==> src/sv/hm128_pkg.sv <==
// ----------------------------------------------------------------------------
// hm128_pkg
// Types, constants and helper functions for the Hamming(12,8) stream decoder.
// ----------------------------------------------------------------------------
package hm128_pkg;

    localparam int CODE_BITS = 12;
    localparam int DATA_BITS = 8;
    localparam int SYN_BITS  = 4;
    localparam int PEND_BITS = CODE_BITS - 1;
    localparam int CNT_BITS  = 4;
    localparam int COMB_BITS = PEND_BITS + DATA_BITS;

    localparam logic [CNT_BITS-1:0] CNT_MAX = CNT_BITS'(PEND_BITS);

    typedef logic [CODE_BITS-1:0] t_code;
    typedef logic [DATA_BITS-1:0] t_byte;
    typedef logic [SYN_BITS-1:0]  t_syn;

    // queue status seen by the front and back parts
    typedef struct packed {
        logic full;
        logic empty;
    } t_q_stat;

    // decoded result carried by the output register
    typedef struct packed {
        logic  unc;
        logic  corr;
        t_byte data;
    } t_result;

    function automatic t_syn hm_syndrome(input t_code code);
        t_syn s;
        s = '0;
        for (int i = 0; i < CODE_BITS; i++) begin
            if (code[i]) begin
                s = s ^ SYN_BITS'(i + 1);
            end
        end
        return s;
    endfunction

    // data bits at positions 3,5,6,7,9,10,11,12 (1-based)
    function automatic t_byte hm_extract(input t_code code);
        return {code[11], code[10], code[9], code[8],
                code[6], code[5], code[4], code[2]};
    endfunction

endpackage

==> src/sv/hm128_front.sv <==
// ----------------------------------------------------------------------------
// hm128_front
// Collects raw bytes LSB first and pushes each complete 12-bit codeword.
// ----------------------------------------------------------------------------
module hm128_front
    import hm128_pkg::*;
(
    input  logic    i_clk,
    input  logic    i_rst_n,
    input  logic    i_valid,
    output logic    o_ready,
    input  t_byte   i_byte,
    input  t_q_stat i_q_stat,
    output logic    o_push,
    output t_code   o_code
);

    logic [PEND_BITS-1:0] r_pend, n_pend;
    logic [CNT_BITS-1:0]  r_cnt,  n_cnt;

    logic [CNT_BITS-1:0]  cnt_c;
    logic [COMB_BITS-1:0] combined;
    logic [CNT_BITS:0]    total;
    logic                 emit;
    logic                 accept;

    assign o_ready = !i_q_stat.full;
    assign accept  = i_valid && o_ready;

    always_comb begin
        cnt_c    = (r_cnt > CNT_MAX) ? CNT_MAX : r_cnt;
        combined = COMB_BITS'(r_pend) | (COMB_BITS'(i_byte) << cnt_c);
        total    = (CNT_BITS + 1)'(cnt_c) + (CNT_BITS + 1)'(DATA_BITS);
        emit     = total >= (CNT_BITS + 1)'(CODE_BITS);
        o_push   = accept && emit;
        o_code   = combined[CODE_BITS-1:0];
        n_pend   = r_pend;
        n_cnt    = r_cnt;
        if (accept) begin
            if (emit) begin
                n_pend = PEND_BITS'(combined[COMB_BITS-1:CODE_BITS]);
                n_cnt  = CNT_BITS'(total - (CNT_BITS + 1)'(CODE_BITS));
            end else begin
                n_pend = combined[PEND_BITS-1:0];
                n_cnt  = CNT_BITS'(total);
            end
        end
    end

    always_ff @(posedge i_clk) begin
        if (!i_rst_n) begin
            r_pend <= '0;
            r_cnt  <= '0;
        end else begin
            r_pend <= n_pend;
            r_cnt  <= n_cnt;
        end
    end

endmodule

==> src/sv/hm128_fifo.sv <==
// ----------------------------------------------------------------------------
// hm128_fifo
// Short codeword queue between the front and back parts.
// ----------------------------------------------------------------------------
module hm128_fifo
    import hm128_pkg::*;
#(
    parameter int DEPTH = 2
) (
    input  logic    i_clk,
    input  logic    i_rst_n,
    input  logic    i_push,
    input  t_code   i_code,
    input  logic    i_pop,
    output t_code   o_code,
    output t_q_stat o_stat
);

    localparam int PTR_BITS = (DEPTH > 1) ? $clog2(DEPTH) : 1;
    localparam int CNT_W    = $clog2(DEPTH + 1);
    localparam logic [PTR_BITS-1:0] PTR_LAST = PTR_BITS'(DEPTH - 1);
    localparam logic [CNT_W-1:0]    CNT_FULL = CNT_W'(DEPTH);

    t_code                r_mem [DEPTH];
    logic [PTR_BITS-1:0]  r_wr, n_wr;
    logic [PTR_BITS-1:0]  r_rd, n_rd;
    logic [CNT_W-1:0]     r_cnt, n_cnt;
    logic                 do_push, do_pop;

    assign o_stat.full  = (r_cnt == CNT_FULL);
    assign o_stat.empty = (r_cnt == '0);
    assign do_push      = i_push && !o_stat.full;
    assign do_pop       = i_pop && !o_stat.empty;
    assign o_code       = r_mem[r_rd];

    always_comb begin
        n_wr  = r_wr;
        n_rd  = r_rd;
        n_cnt = r_cnt;
        if (do_push) begin
            n_wr = (r_wr == PTR_LAST) ? '0 : r_wr + PTR_BITS'(1);
        end
        if (do_pop) begin
            n_rd = (r_rd == PTR_LAST) ? '0 : r_rd + PTR_BITS'(1);
        end
        if (do_push && !do_pop) begin
            n_cnt = r_cnt + CNT_W'(1);
        end else if (do_pop && !do_push) begin
            n_cnt = r_cnt - CNT_W'(1);
        end
    end

    always_ff @(posedge i_clk) begin
        if (do_push) begin
            r_mem[r_wr] <= i_code;
        end
    end

    always_ff @(posedge i_clk) begin
        if (!i_rst_n) begin
            r_wr  <= '0;
            r_rd  <= '0;
            r_cnt <= '0;
        end else begin
            r_wr  <= n_wr;
            r_rd  <= n_rd;
            r_cnt <= n_cnt;
        end
    end

endmodule

==> src/sv/hm128_back.sv <==
// ----------------------------------------------------------------------------
// hm128_back
// Syndrome check, single-bit correction and registered result output.
// ----------------------------------------------------------------------------
module hm128_back
    import hm128_pkg::*;
(
    input  logic    i_clk,
    input  logic    i_rst_n,
    input  t_code   i_code,
    input  t_q_stat i_q_stat,
    output logic    o_pop,
    output logic    o_valid,
    input  logic    i_ready,
    output t_result o_result
);

    localparam t_syn SYN_LAST = SYN_BITS'(CODE_BITS);

    logic    r_valid;
    t_result r_result, n_result;
    t_syn    syn;
    t_code   flip;

    assign o_pop    = !i_q_stat.empty && (!r_valid || i_ready);
    assign o_valid  = r_valid;
    assign o_result = r_result;

    always_comb begin
        syn           = hm_syndrome(i_code);
        n_result.corr = (syn != '0) && (syn <= SYN_LAST);
        n_result.unc  = syn > SYN_LAST;
        flip          = n_result.corr ? (t_code'(1) << (syn - t_syn'(1))) : '0;
        n_result.data = hm_extract(i_code ^ flip);
    end

    always_ff @(posedge i_clk) begin
        if (!i_rst_n) begin
            r_valid <= 1'b0;
        end else if (o_pop) begin
            r_valid <= 1'b1;
        end else if (i_ready) begin
            r_valid <= 1'b0;
        end
    end

    always_ff @(posedge i_clk) begin
        if (o_pop) begin
            r_result <= n_result;
        end
    end

endmodule

==> src/sv/hamming_12_8_stream_decoder.sv <==
// ----------------------------------------------------------------------------
// hamming_12_8_stream_decoder
// Hamming(12,8) single-error-correcting decoder for a packed byte stream.
// ----------------------------------------------------------------------------
//  channel   dir  tdata          tuser
//  s_axis    in   raw_byte[7:0]  -
//  m_axis    out  data_byte[7:0] corrected[0], uncorrectable[1]
//
//  One byte per cycle is taken unless the queue is full; of every three
//  bytes the second and third each complete one codeword (12 bits from
//  8+4, then 4+8). A completed codeword passes the queue, then the out reg.
//  Synchronous active-low reset clears collected bits and the queue.
//  Input stalls only when the codeword queue is full.
// ----------------------------------------------------------------------------
module hamming_12_8_stream_decoder
    import hm128_pkg::*;
#(
    parameter int QUEUE_DEPTH = 2
) (
    input  logic       i_clk,
    input  logic       i_rst_n,
    input  logic       i_s_axis_tvalid,
    output logic       o_s_axis_tready,
    input  logic [7:0] i_s_axis_tdata,   // [7:0] raw_byte
    output logic       o_m_axis_tvalid,
    input  logic       i_m_axis_tready,
    output logic [7:0] o_m_axis_tdata,   // [7:0] data_byte
    output logic [1:0] o_m_axis_tuser    // [0] corrected, [1] uncorrectable
);

    t_q_stat q_stat;
    logic    push, pop;
    t_code   push_code, head_code;
    t_result result;

    hm128_front u_front (
        .i_clk    (i_clk),
        .i_rst_n  (i_rst_n),
        .i_valid  (i_s_axis_tvalid),
        .o_ready  (o_s_axis_tready),
        .i_byte   (i_s_axis_tdata),
        .i_q_stat (q_stat),
        .o_push   (push),
        .o_code   (push_code)
    );

    hm128_fifo #(
        .DEPTH (QUEUE_DEPTH)
    ) u_fifo (
        .i_clk   (i_clk),
        .i_rst_n (i_rst_n),
        .i_push  (push),
        .i_code  (push_code),
        .i_pop   (pop),
        .o_code  (head_code),
        .o_stat  (q_stat)
    );

    hm128_back u_back (
        .i_clk    (i_clk),
        .i_rst_n  (i_rst_n),
        .i_code   (head_code),
        .i_q_stat (q_stat),
        .o_pop    (pop),
        .o_valid  (o_m_axis_tvalid),
        .i_ready  (i_m_axis_tready),
        .o_result (result)
    );

    assign o_m_axis_tdata = result.data;
    assign o_m_axis_tuser = {result.unc, result.corr};

endmodule

==> config.mk <==
export PLATFORM = sky130hd
export DESIGN_NAME = hamming_12_8_stream_decoder
export DESIGN_NICKNAME = d
export VERILOG_FILES = /design/src/sv/hm128_pkg.sv /design/src/sv/hm128_front.sv /design/src/sv/hm128_fifo.sv /design/src/sv/hm128_back.sv /design/src/sv/hamming_12_8_stream_decoder.sv
export SDC_FILE = /design/constraint.sdc
export NUM_CORES = 1
export LEC_CHECK = 0
export ABC_AREA = 0
export BUFFER_PORTS_ARGS = -buffer_cell sky130_fd_sc_hd__buf_4
export CAP_MARGIN = 25
export CORE_MARGIN = 2
export CORE_UTILIZATION = 45
export CTS_CLUSTER_DIAMETER = 120
export DETAILED_ROUTE_END_ITERATION = 10
export PLACE_DENSITY = 0.75
export SYNTH_ARGS = -nofsm -noshare
export SYNTH_HDL_FRONTEND = slang
export SYNTH_SLANG_ARGS = --single-unit
==> constraint.sdc <==
create_clock -name i_clk -period 2.7 [get_ports i_clk]
set_clock_uncertainty 0.05 [all_clocks]
set_input_delay 0.27 -clock i_clk [delete_from_list [all_inputs] [get_ports i_clk]]
set_output_delay 0.27 -clock i_clk [all_outputs]
set_load 0.005 [all_outputs]
==> impl_metrics.py, run 1 <==
metrics = {
    "setup_path": {
        "setup.worst_path.start": "u_fifo.r_cnt[0]",
        "worst_setup_path_end_kind": "flip-flop",
        "r2r-start": "u_fifo.r_cnt[0]",
        "critPathKind": "reg -> reg",
        "crit_arrival_ps": 2650,
        "crit_slowest_cell": "dfxtp_1",
        "worstSetupStartpointType": "flip-flop",
        "critical_path_required_ps": 2890,
        "worstPathCellList": "nand2b_1 -> and2_1 -> o21ai_0 -> inv_1 -> ha_1 -> or3_1 -> a21boi_0",
        "cp_slowest_stage_delay_ps": 440,
        "crit_path_max_fanout": 13,
    },
    "logic_synthesis": {
        "synth_seq_cells": 55,
        "post_synth_fa_ha_maj_area_fraction_pct": 0.399,
        "synthesis.area_per_instance_sq_um": 10.7,
        "ys_types": 55,
        "synth-main-ff-cell": "edfxtp_1",
        "yosysMostFrequentCell": "edfxtp_1",
        "synthesized_area_sq_um": 3140,
        "synth_top_family_by_area": "compound AO/OA/AOI/OAI gates",
        "synth.area.mux_share_pct": 10.4,
        "post-synth-top-area-cell": "edfxtp_1",
        "post_synthesis_cells": 294,
        "synth.cells.most_frequent": "edfxtp_1, nand2_1, nor2_1",
        "yosys.area.top_type_share_pct": 32.5,
        "synthSimpleGateAreaFrac_pct": 12.6,
        "async_reset_ff_share_pct": 0,
        "yosysSeqAreaShare_pct": 45.9,
        "ys_top_cells_by_area": "edfxtp_1, dfxtp_1, mux2i_1",
        "synth-warning-count": 0,
        "post_synth_xor_area_fraction_pct": 11.6,
        "synth_compound_gate_area_share_pct": 15.9,
        "synth.net_count": 307,
        "synth_edf_count": 34,
    },
    "clock_tree": {
        "worstSkewPairLatency_ps": 310,
        "cts.sink_count": 55,
        "cts_tree": "built",
        "cts_max_level": 2,
        "post-cts-setup-buffer-count": 0,
        "clk_transition_reported_paths_ps": 100,
        "postCtsResizedCells": 0,
        "root_buffer": "clkbuf_8",
        "cts_max_path_buffers": 2,
        "cts_hold_buffers": 0,
        "numCtsBuffers": 5,
    },
    "worst_hold_path": {
        "hold_path.startpoint": "i_rst_n",
        "hold_path.class": "in -> reg",
    },
    "final_layout": {
        "post_route_cells_drive_above_1_share_pct": 17.4,
        "num-nets-final": 328,
        "syn2layout_area_growth_pct": 10.7,
        "antennaDiodeCount": 0,
        "finish.instance_area_sq_um": 3480,
        "fillCellCount": 617,
    },
    "floorplan": {
        "core_region_area_sq_um": 6760,
        "floorplan.die.width_microns": 87.5,
        "floorplan.die.height_microns": 87.5,
        "dieArea_sq_um": 7660,
        "boundaryPins": 24,
        "row_count": 30,
        "floorplan.initialDensity_pct": 46.5,
    },
    "routing": {
        "wl_per_cell_microns": 16.0,
        "post-route-drc-count": 0,
        "first_pass_iters": 4,
        "route.final.wire_length_mm": 6.32,
        "drt_iter0_markers": 179,
        "num_vias": 2282,
        "route.detailed.vias_per_inst": 5.76,
        "count_of_nets_left_with_antenna_violations_after_detail_routing": 0,
    },
    "sta": {
        "maxSlewHeadroom_pct": 57.8,
        "maximum_clock_rate_mhz": 407,
        "final.min_clock_period_ps": 2450,
        "totalNegativeSetupSlack_ps": 0,
        "final_max_slew_viol_count": 0,
        "final_setup_vio_count": 0,
        "worst_slew_pin_slew_ps": 632,
        "period_utilization_post_route_pct": 90.9,
        "post-route-worst-setup-slack_ps": 245,
        "rsz0062_at_grt": "false",
        "hold_viol_final": 0,
    },
    "global_routing": {
        "number_of_global_route_vias_before_repair": 2133,
        "grt_use_total_pct": 17.2,
        "antenna_found_initial": 0,
        "grt_overflow": 0,
        "grt_first_pass_wirelength_mm": 10.3,
        "grt_start_max_net_pins": 21,
    },
    "status": {
        "status": "finished, final reports clean",
    },
    "power": {
        "total_leakage_power_nw": 1.37,
        "cellPowerDensity_nw_per_um2": 944,
        "irDropWorstVdd_uv": 324,
    },
    "place": {
        "placedInstanceArea_sq_um": 3390,
        "routabilityCongestion": 0.858,
        "pre_cts_ws_ps": 310,
        "post-dp-hpwl_mm": 4.66,
        "buffer_ports.inserted": 23,
    },
    "job": {
        "max_cap_viol_count": 0,
    },
}
==> area by class of cell <==
type / instances / area, sq um / area share (%)
well taps: 80 / 100 / 2.88
flip-flops and latches: 55 / 1440 / 41.5
inverters: 5 / 18.8 / 0.540
repair buffers: 29 / 230 / 6.62
multi-input cells: 219 / 1600 / 45.9
clock inverters: 2 / 16.3 / 0.468
clock buffers: 6 / 72.6 / 2.09
==> path summary, 6_finish.rpt <==
check / end / slack, ps / cells past startpoint
worst min register to register: u_front.r_pend[2] / 410 / 2
worst max register to register: u_fifo.r_cnt[1] / 250 / 7
worst max-delay path: u_fifo.r_cnt[1] / 250 / 7
worst min-delay path: u_back.o_valid / 240 / 2
==> per-stage QoR <==
step	instances	hold slack (ps)	utilization, %	power [W]
2_1_floorplan	294	369	-	0.00244
3_3_place_gp	388	397	50.1	0.00279
3_5_place_dp	388	400	50.1	0.00283
4_1_cts	396	229	51.4	0.00329
5_1_grt	396	231	51.4	0.00347
6_report	396	241	51.4	0.00328
==> state kept, by name (all words and copies together), names as in the netlist, named ones only <==
signal and cells:
u_fifo.r_rd 1, u_fifo.r_cnt 2, u_fifo.r_wr 1, u_back.o_result 10, u_fifo.r_mem 24, u_front.r_cnt 4, u_front.r_pend 11, u_back.o_valid 1
==> kinds of logic (layout without fill, tap and decap cells) <==
kind of cell    after synthesis  count (layout)
simple gates                 82              82
buf+inv                      20              42
xor+xnor                     32              32
flops                        55              55
mux                          29              29
fa+ha+maj                     1               1
compound gates               75              75
==> metal layers <==
metal	vias up	part of all wire (%)	GRT usage, %
met1	1094	45	22.5
met3	10	4.2	2.84
met4	0	2.0	5.87
met5	-	0	0
met2	66	49	29.0
li1	1112	-	-
==> report_power, final <==
group	total, W	internal [W]	switching, W	leakage, nW
Sequential	0.00124	0.00115	0.0000900	0.486
Combinational	0.00158	0.000766	0.000815	0.841
Clock	0.000458	0.000187	0.000271	0.0418
==> layout by cell type (no fill, tap or decap), drive strengths merged, types with 3 or more instances in the layout <==
cell type  instances
o31ai              4
nand2             23
a21boi             3
a21o               6
xnor2             11
nor2              22
nor3b              3
a31o               3
nor3               7
o21a               4
buf               29
o21ai             13
nor2b              3
a21oi             21
mux2               5
xor2              17
edfxtp            34
nand2b             6
nand3              5
clkbuf             6
dfxtp             21
mux2i             24
xnor3              3
and2              10
inv                5
==> critical path: cells and delay by family (launching register included) <==
kind                       cells  cell delay, ps
adders and majority gates      1             270
AOI/OAI and AO/OA              2             500
buffers and inverters          1             180
DFF                            1             440
and+or+nand+nor                3             950
No activity file was read; power rests on OpenSTA's default activity.
==> run 2: changes to the inputs <==
--- a/config.mk
+++ b/config.mk
@@ -9,9 +9,10 @@
 export BUFFER_PORTS_ARGS = -buffer_cell sky130_fd_sc_hd__buf_4
 export CAP_MARGIN = 25
-export CORE_MARGIN = 2
-export CORE_UTILIZATION = 45
+export CELL_PAD_IN_SITES_DETAIL_PLACEMENT = 0
+export CELL_PAD_IN_SITES_GLOBAL_PLACEMENT = 2
+export CORE_UTILIZATION = 40
 export CTS_CLUSTER_DIAMETER = 120
 export DETAILED_ROUTE_END_ITERATION = 10
-export PLACE_DENSITY = 0.75
+export PLACE_DENSITY = 0.92
 export SYNTH_ARGS = -nofsm -noshare
 export SYNTH_HDL_FRONTEND = slang
==> constraint.sdc (replaced) <==
create_clock -name i_clk -period 2.7 [get_ports i_clk]
set_clock_uncertainty 0.05 [all_clocks]
set_input_delay 0.405 -clock i_clk [delete_from_list [all_inputs] [get_ports i_clk]]
set_output_delay 0.405 -clock i_clk [all_outputs]
set_load 0.005 [all_outputs]
==> run 2 against run 1 <==
Effect of this change: non-clock buffer count stayed put; critical path depth shrank 1; global-route usage shrank 1.2 points; cell area up 0.22%; core utilization down 4.4 points; clock power down 2%; flip-flop and latch count stayed put; setup slack improved by 86 ps; largest power group unchanged.
==> impl_metrics.py, run 2 (synthesis gave the netlist of run 1 again) <==
metrics = {
    "status": {
        "status": "finished, final reports clean",
    },
    "sta": {
        "rsz0062_at_grt": "false",
        "final_setup_vio_count": 0,
        "maximum_clock_rate_mhz": 422,
        "final_max_slew_viol_count": 0,
        "period_utilization_post_route_pct": 87.7,
        "final.min_clock_period_ps": 2370,
        "maxSlewHeadroom_pct": 38.8,
        "worst_slew_pin_slew_ps": 914,
        "hold_viol_final": 0,
        "totalNegativeSetupSlack_ps": 0,
    },
    "clock_tree": {
        "cts_max_path_buffers": 2,
        "cts.sink_count": 55,
        "numCtsBuffers": 5,
        "post-cts-setup-buffer-count": 0,
        "worstSkewPairLatency_ps": 300,
        "cts_tree": "built",
        "root_buffer": "clkbuf_8",
        "cts_hold_buffers": 0,
        "clk_transition_reported_paths_ps": 100,
        "cts_max_level": 2,
        "postCtsResizedCells": 0,
    },
    "setup_path": {
        "critical_path_required_ps": 2720,
        "ff2ff_setup_slack_ps": 330,
        "critPathKind": "reg -> reg",
        "crit_path_max_fanout": 15,
        "worstSetupStartpointType": "flip-flop",
        "worstReg2RegEnd": "u_back.o_result[0]",
        "worst_setup_path_end_kind": "flip-flop",
        "crit_arrival_ps": 2380,
        "reg2reg_depth": 6,
    },
    "worst_hold_path": {
        "hold_path.class": "in -> reg",
        "hold_path.startpoint": "i_s_axis_tdata[7]",
        "whs_endpoint": "u_front.r_pend[10]",
        "timing.hold.worst_path_depth": 3,
    },
    "global_routing": {
        "grt_first_pass_wirelength_mm": 10.5,
        "grt_overflow": 0,
        "number_of_global_route_vias_before_repair": 2099,
        "antenna_found_initial": 0,
        "grt_start_max_net_pins": 27,
        "grt_use_total_pct": 16.0,
    },
    "final_layout": {
        "syn2layout_area_growth_pct": 11.0,
        "number_of_flip_flops_under_the_largest_register_name": 24,
        "post_route_cells_drive_above_1_share_pct": 17.1,
        "finish.instance_area_sq_um": 3480,
        "antennaDiodeCount": 0,
        "num-nets-final": 328,
        "sequential_cell_area_sq_um": 1440,
        "layout.cells.most_common": "edfxtp_1",
        "max_flop_register": "u_fifo.r_mem",
        "fillCellCount": 704,
        "final_cell_mix": "edfxtp_1, buf_4, nand2_1, nor2_1",
        "multi_input_area_sq_um": 1600,
    },
    "floorplan": {
        "floorplan.die.width_microns": 90.6,
        "core_region_area_sq_um": 7410,
        "dieArea_sq_um": 8210,
        "floorplan.initialDensity_pct": 42.4,
        "row_count": 31,
        "boundaryPins": 24,
        "floorplan.die.height_microns": 90.6,
    },
    "power": {
        "switching_share_pct": 35.1,
        "irDropWorstVdd_uv": 314,
        "cellPowerDensity_nw_per_um2": 919,
        "combinationalPowerShare_pct": 47.5,
        "total_leakage_power_nw": 1.37,
        "internal_power_w": 0.00208,
        "power.switching_w": 0.00112,
        "p_clk_share_pct": 13.9,
        "design_power_total_w": 0.00320,
        "sequential_share_of_power_pct": 38.5,
    },
    "routing": {
        "num_vias": 2208,
        "count_of_nets_left_with_antenna_violations_after_detail_routing": 0,
        "route.detailed.vias_per_inst": 5.32,
        "post-route-drc-count": 0,
        "wl_per_cell_microns": 15.1,
        "first_pass_iters": 4,
        "drt_iter0_markers": 81,
        "route.final.wire_length_mm": 6.28,
    },
    "job": {
        "max_cap_viol_count": 0,
    },
    "place": {
        "placedInstanceArea_sq_um": 3400,
        "buffer_ports.inserted": 23,
        "routabilityCongestion": 0.841,
        "post-dp-hpwl_mm": 4.68,
    },
}
-- run 2: per-stage QoR --
stage,hold WS (ps),setup WS [ps],std cells,util (%)
after detailed placement,400,270,407,45.9
after global routing,382,103,415,47.0
after CTS,370,301,415,47.0
after floorplan,378,569,294,-
after global placement,395,357,407,45.9
final,374,331,415,47.0
-- run 2: per-layer routing --
metal / routed length (microns) / up-vias / global-route usage, %
met3: 167 / 8 / 2.02
met4: 80 / 0 / 5.51
met1: 2950 / 1054 / 20.5
met2: 3080 / 39 / 27.8
met5: 0 / - / 0
li1: - / 1107 / -
-- run 2: worst max-delay path, stage by stage (launching register included) --
cell and delay, ps:
dfxtp_1 320, buf_4 280, mux2i_1 450, xor3_2 560, and2_4 180, nor3b_2 160
xnor2_1 130
-- run 2: power groups by stage --
stage	clock [W]	combinational, W	sequential, W
2_1_floorplan	0	0.00119	0.00125
3_3_place_gp	0	0.00152	0.00125
3_5_place_dp	0	0.00153	0.00125
4_1_cts	0.000457	0.00154	0.00124
5_1_grt	0.000492	0.00168	0.00125
6_report	0.000447	0.00152	0.00123
-- run 2: area by class of cell --
cell class | instances | area share [%]
inverters | 5 | 0.539
clock buffers | 6 | 2.08
repair buffers | 29 | 6.25
well taps | 99 | 3.56
clock inverters | 2 | 0.359
multi-input cells | 219 | 45.8
flip-flops and latches | 55 | 41.4
-- run 2: worst max-delay path by stage --
stage,startpoint,endpoint,cells past startpoint
after global routing,u_fifo.r_cnt[0],u_fifo.r_cnt[1],7
after floorplan,u_fifo.r_mem[1][8],u_back.o_result[0],6
final,flip-flop,u_back.o_result[0],6
after global placement,flip-flop,u_back.o_result[0],7
after CTS,flip-flop,u_back.o_result[0],6
after detailed placement,i_m_axis_tready,u_fifo.r_cnt[1],7
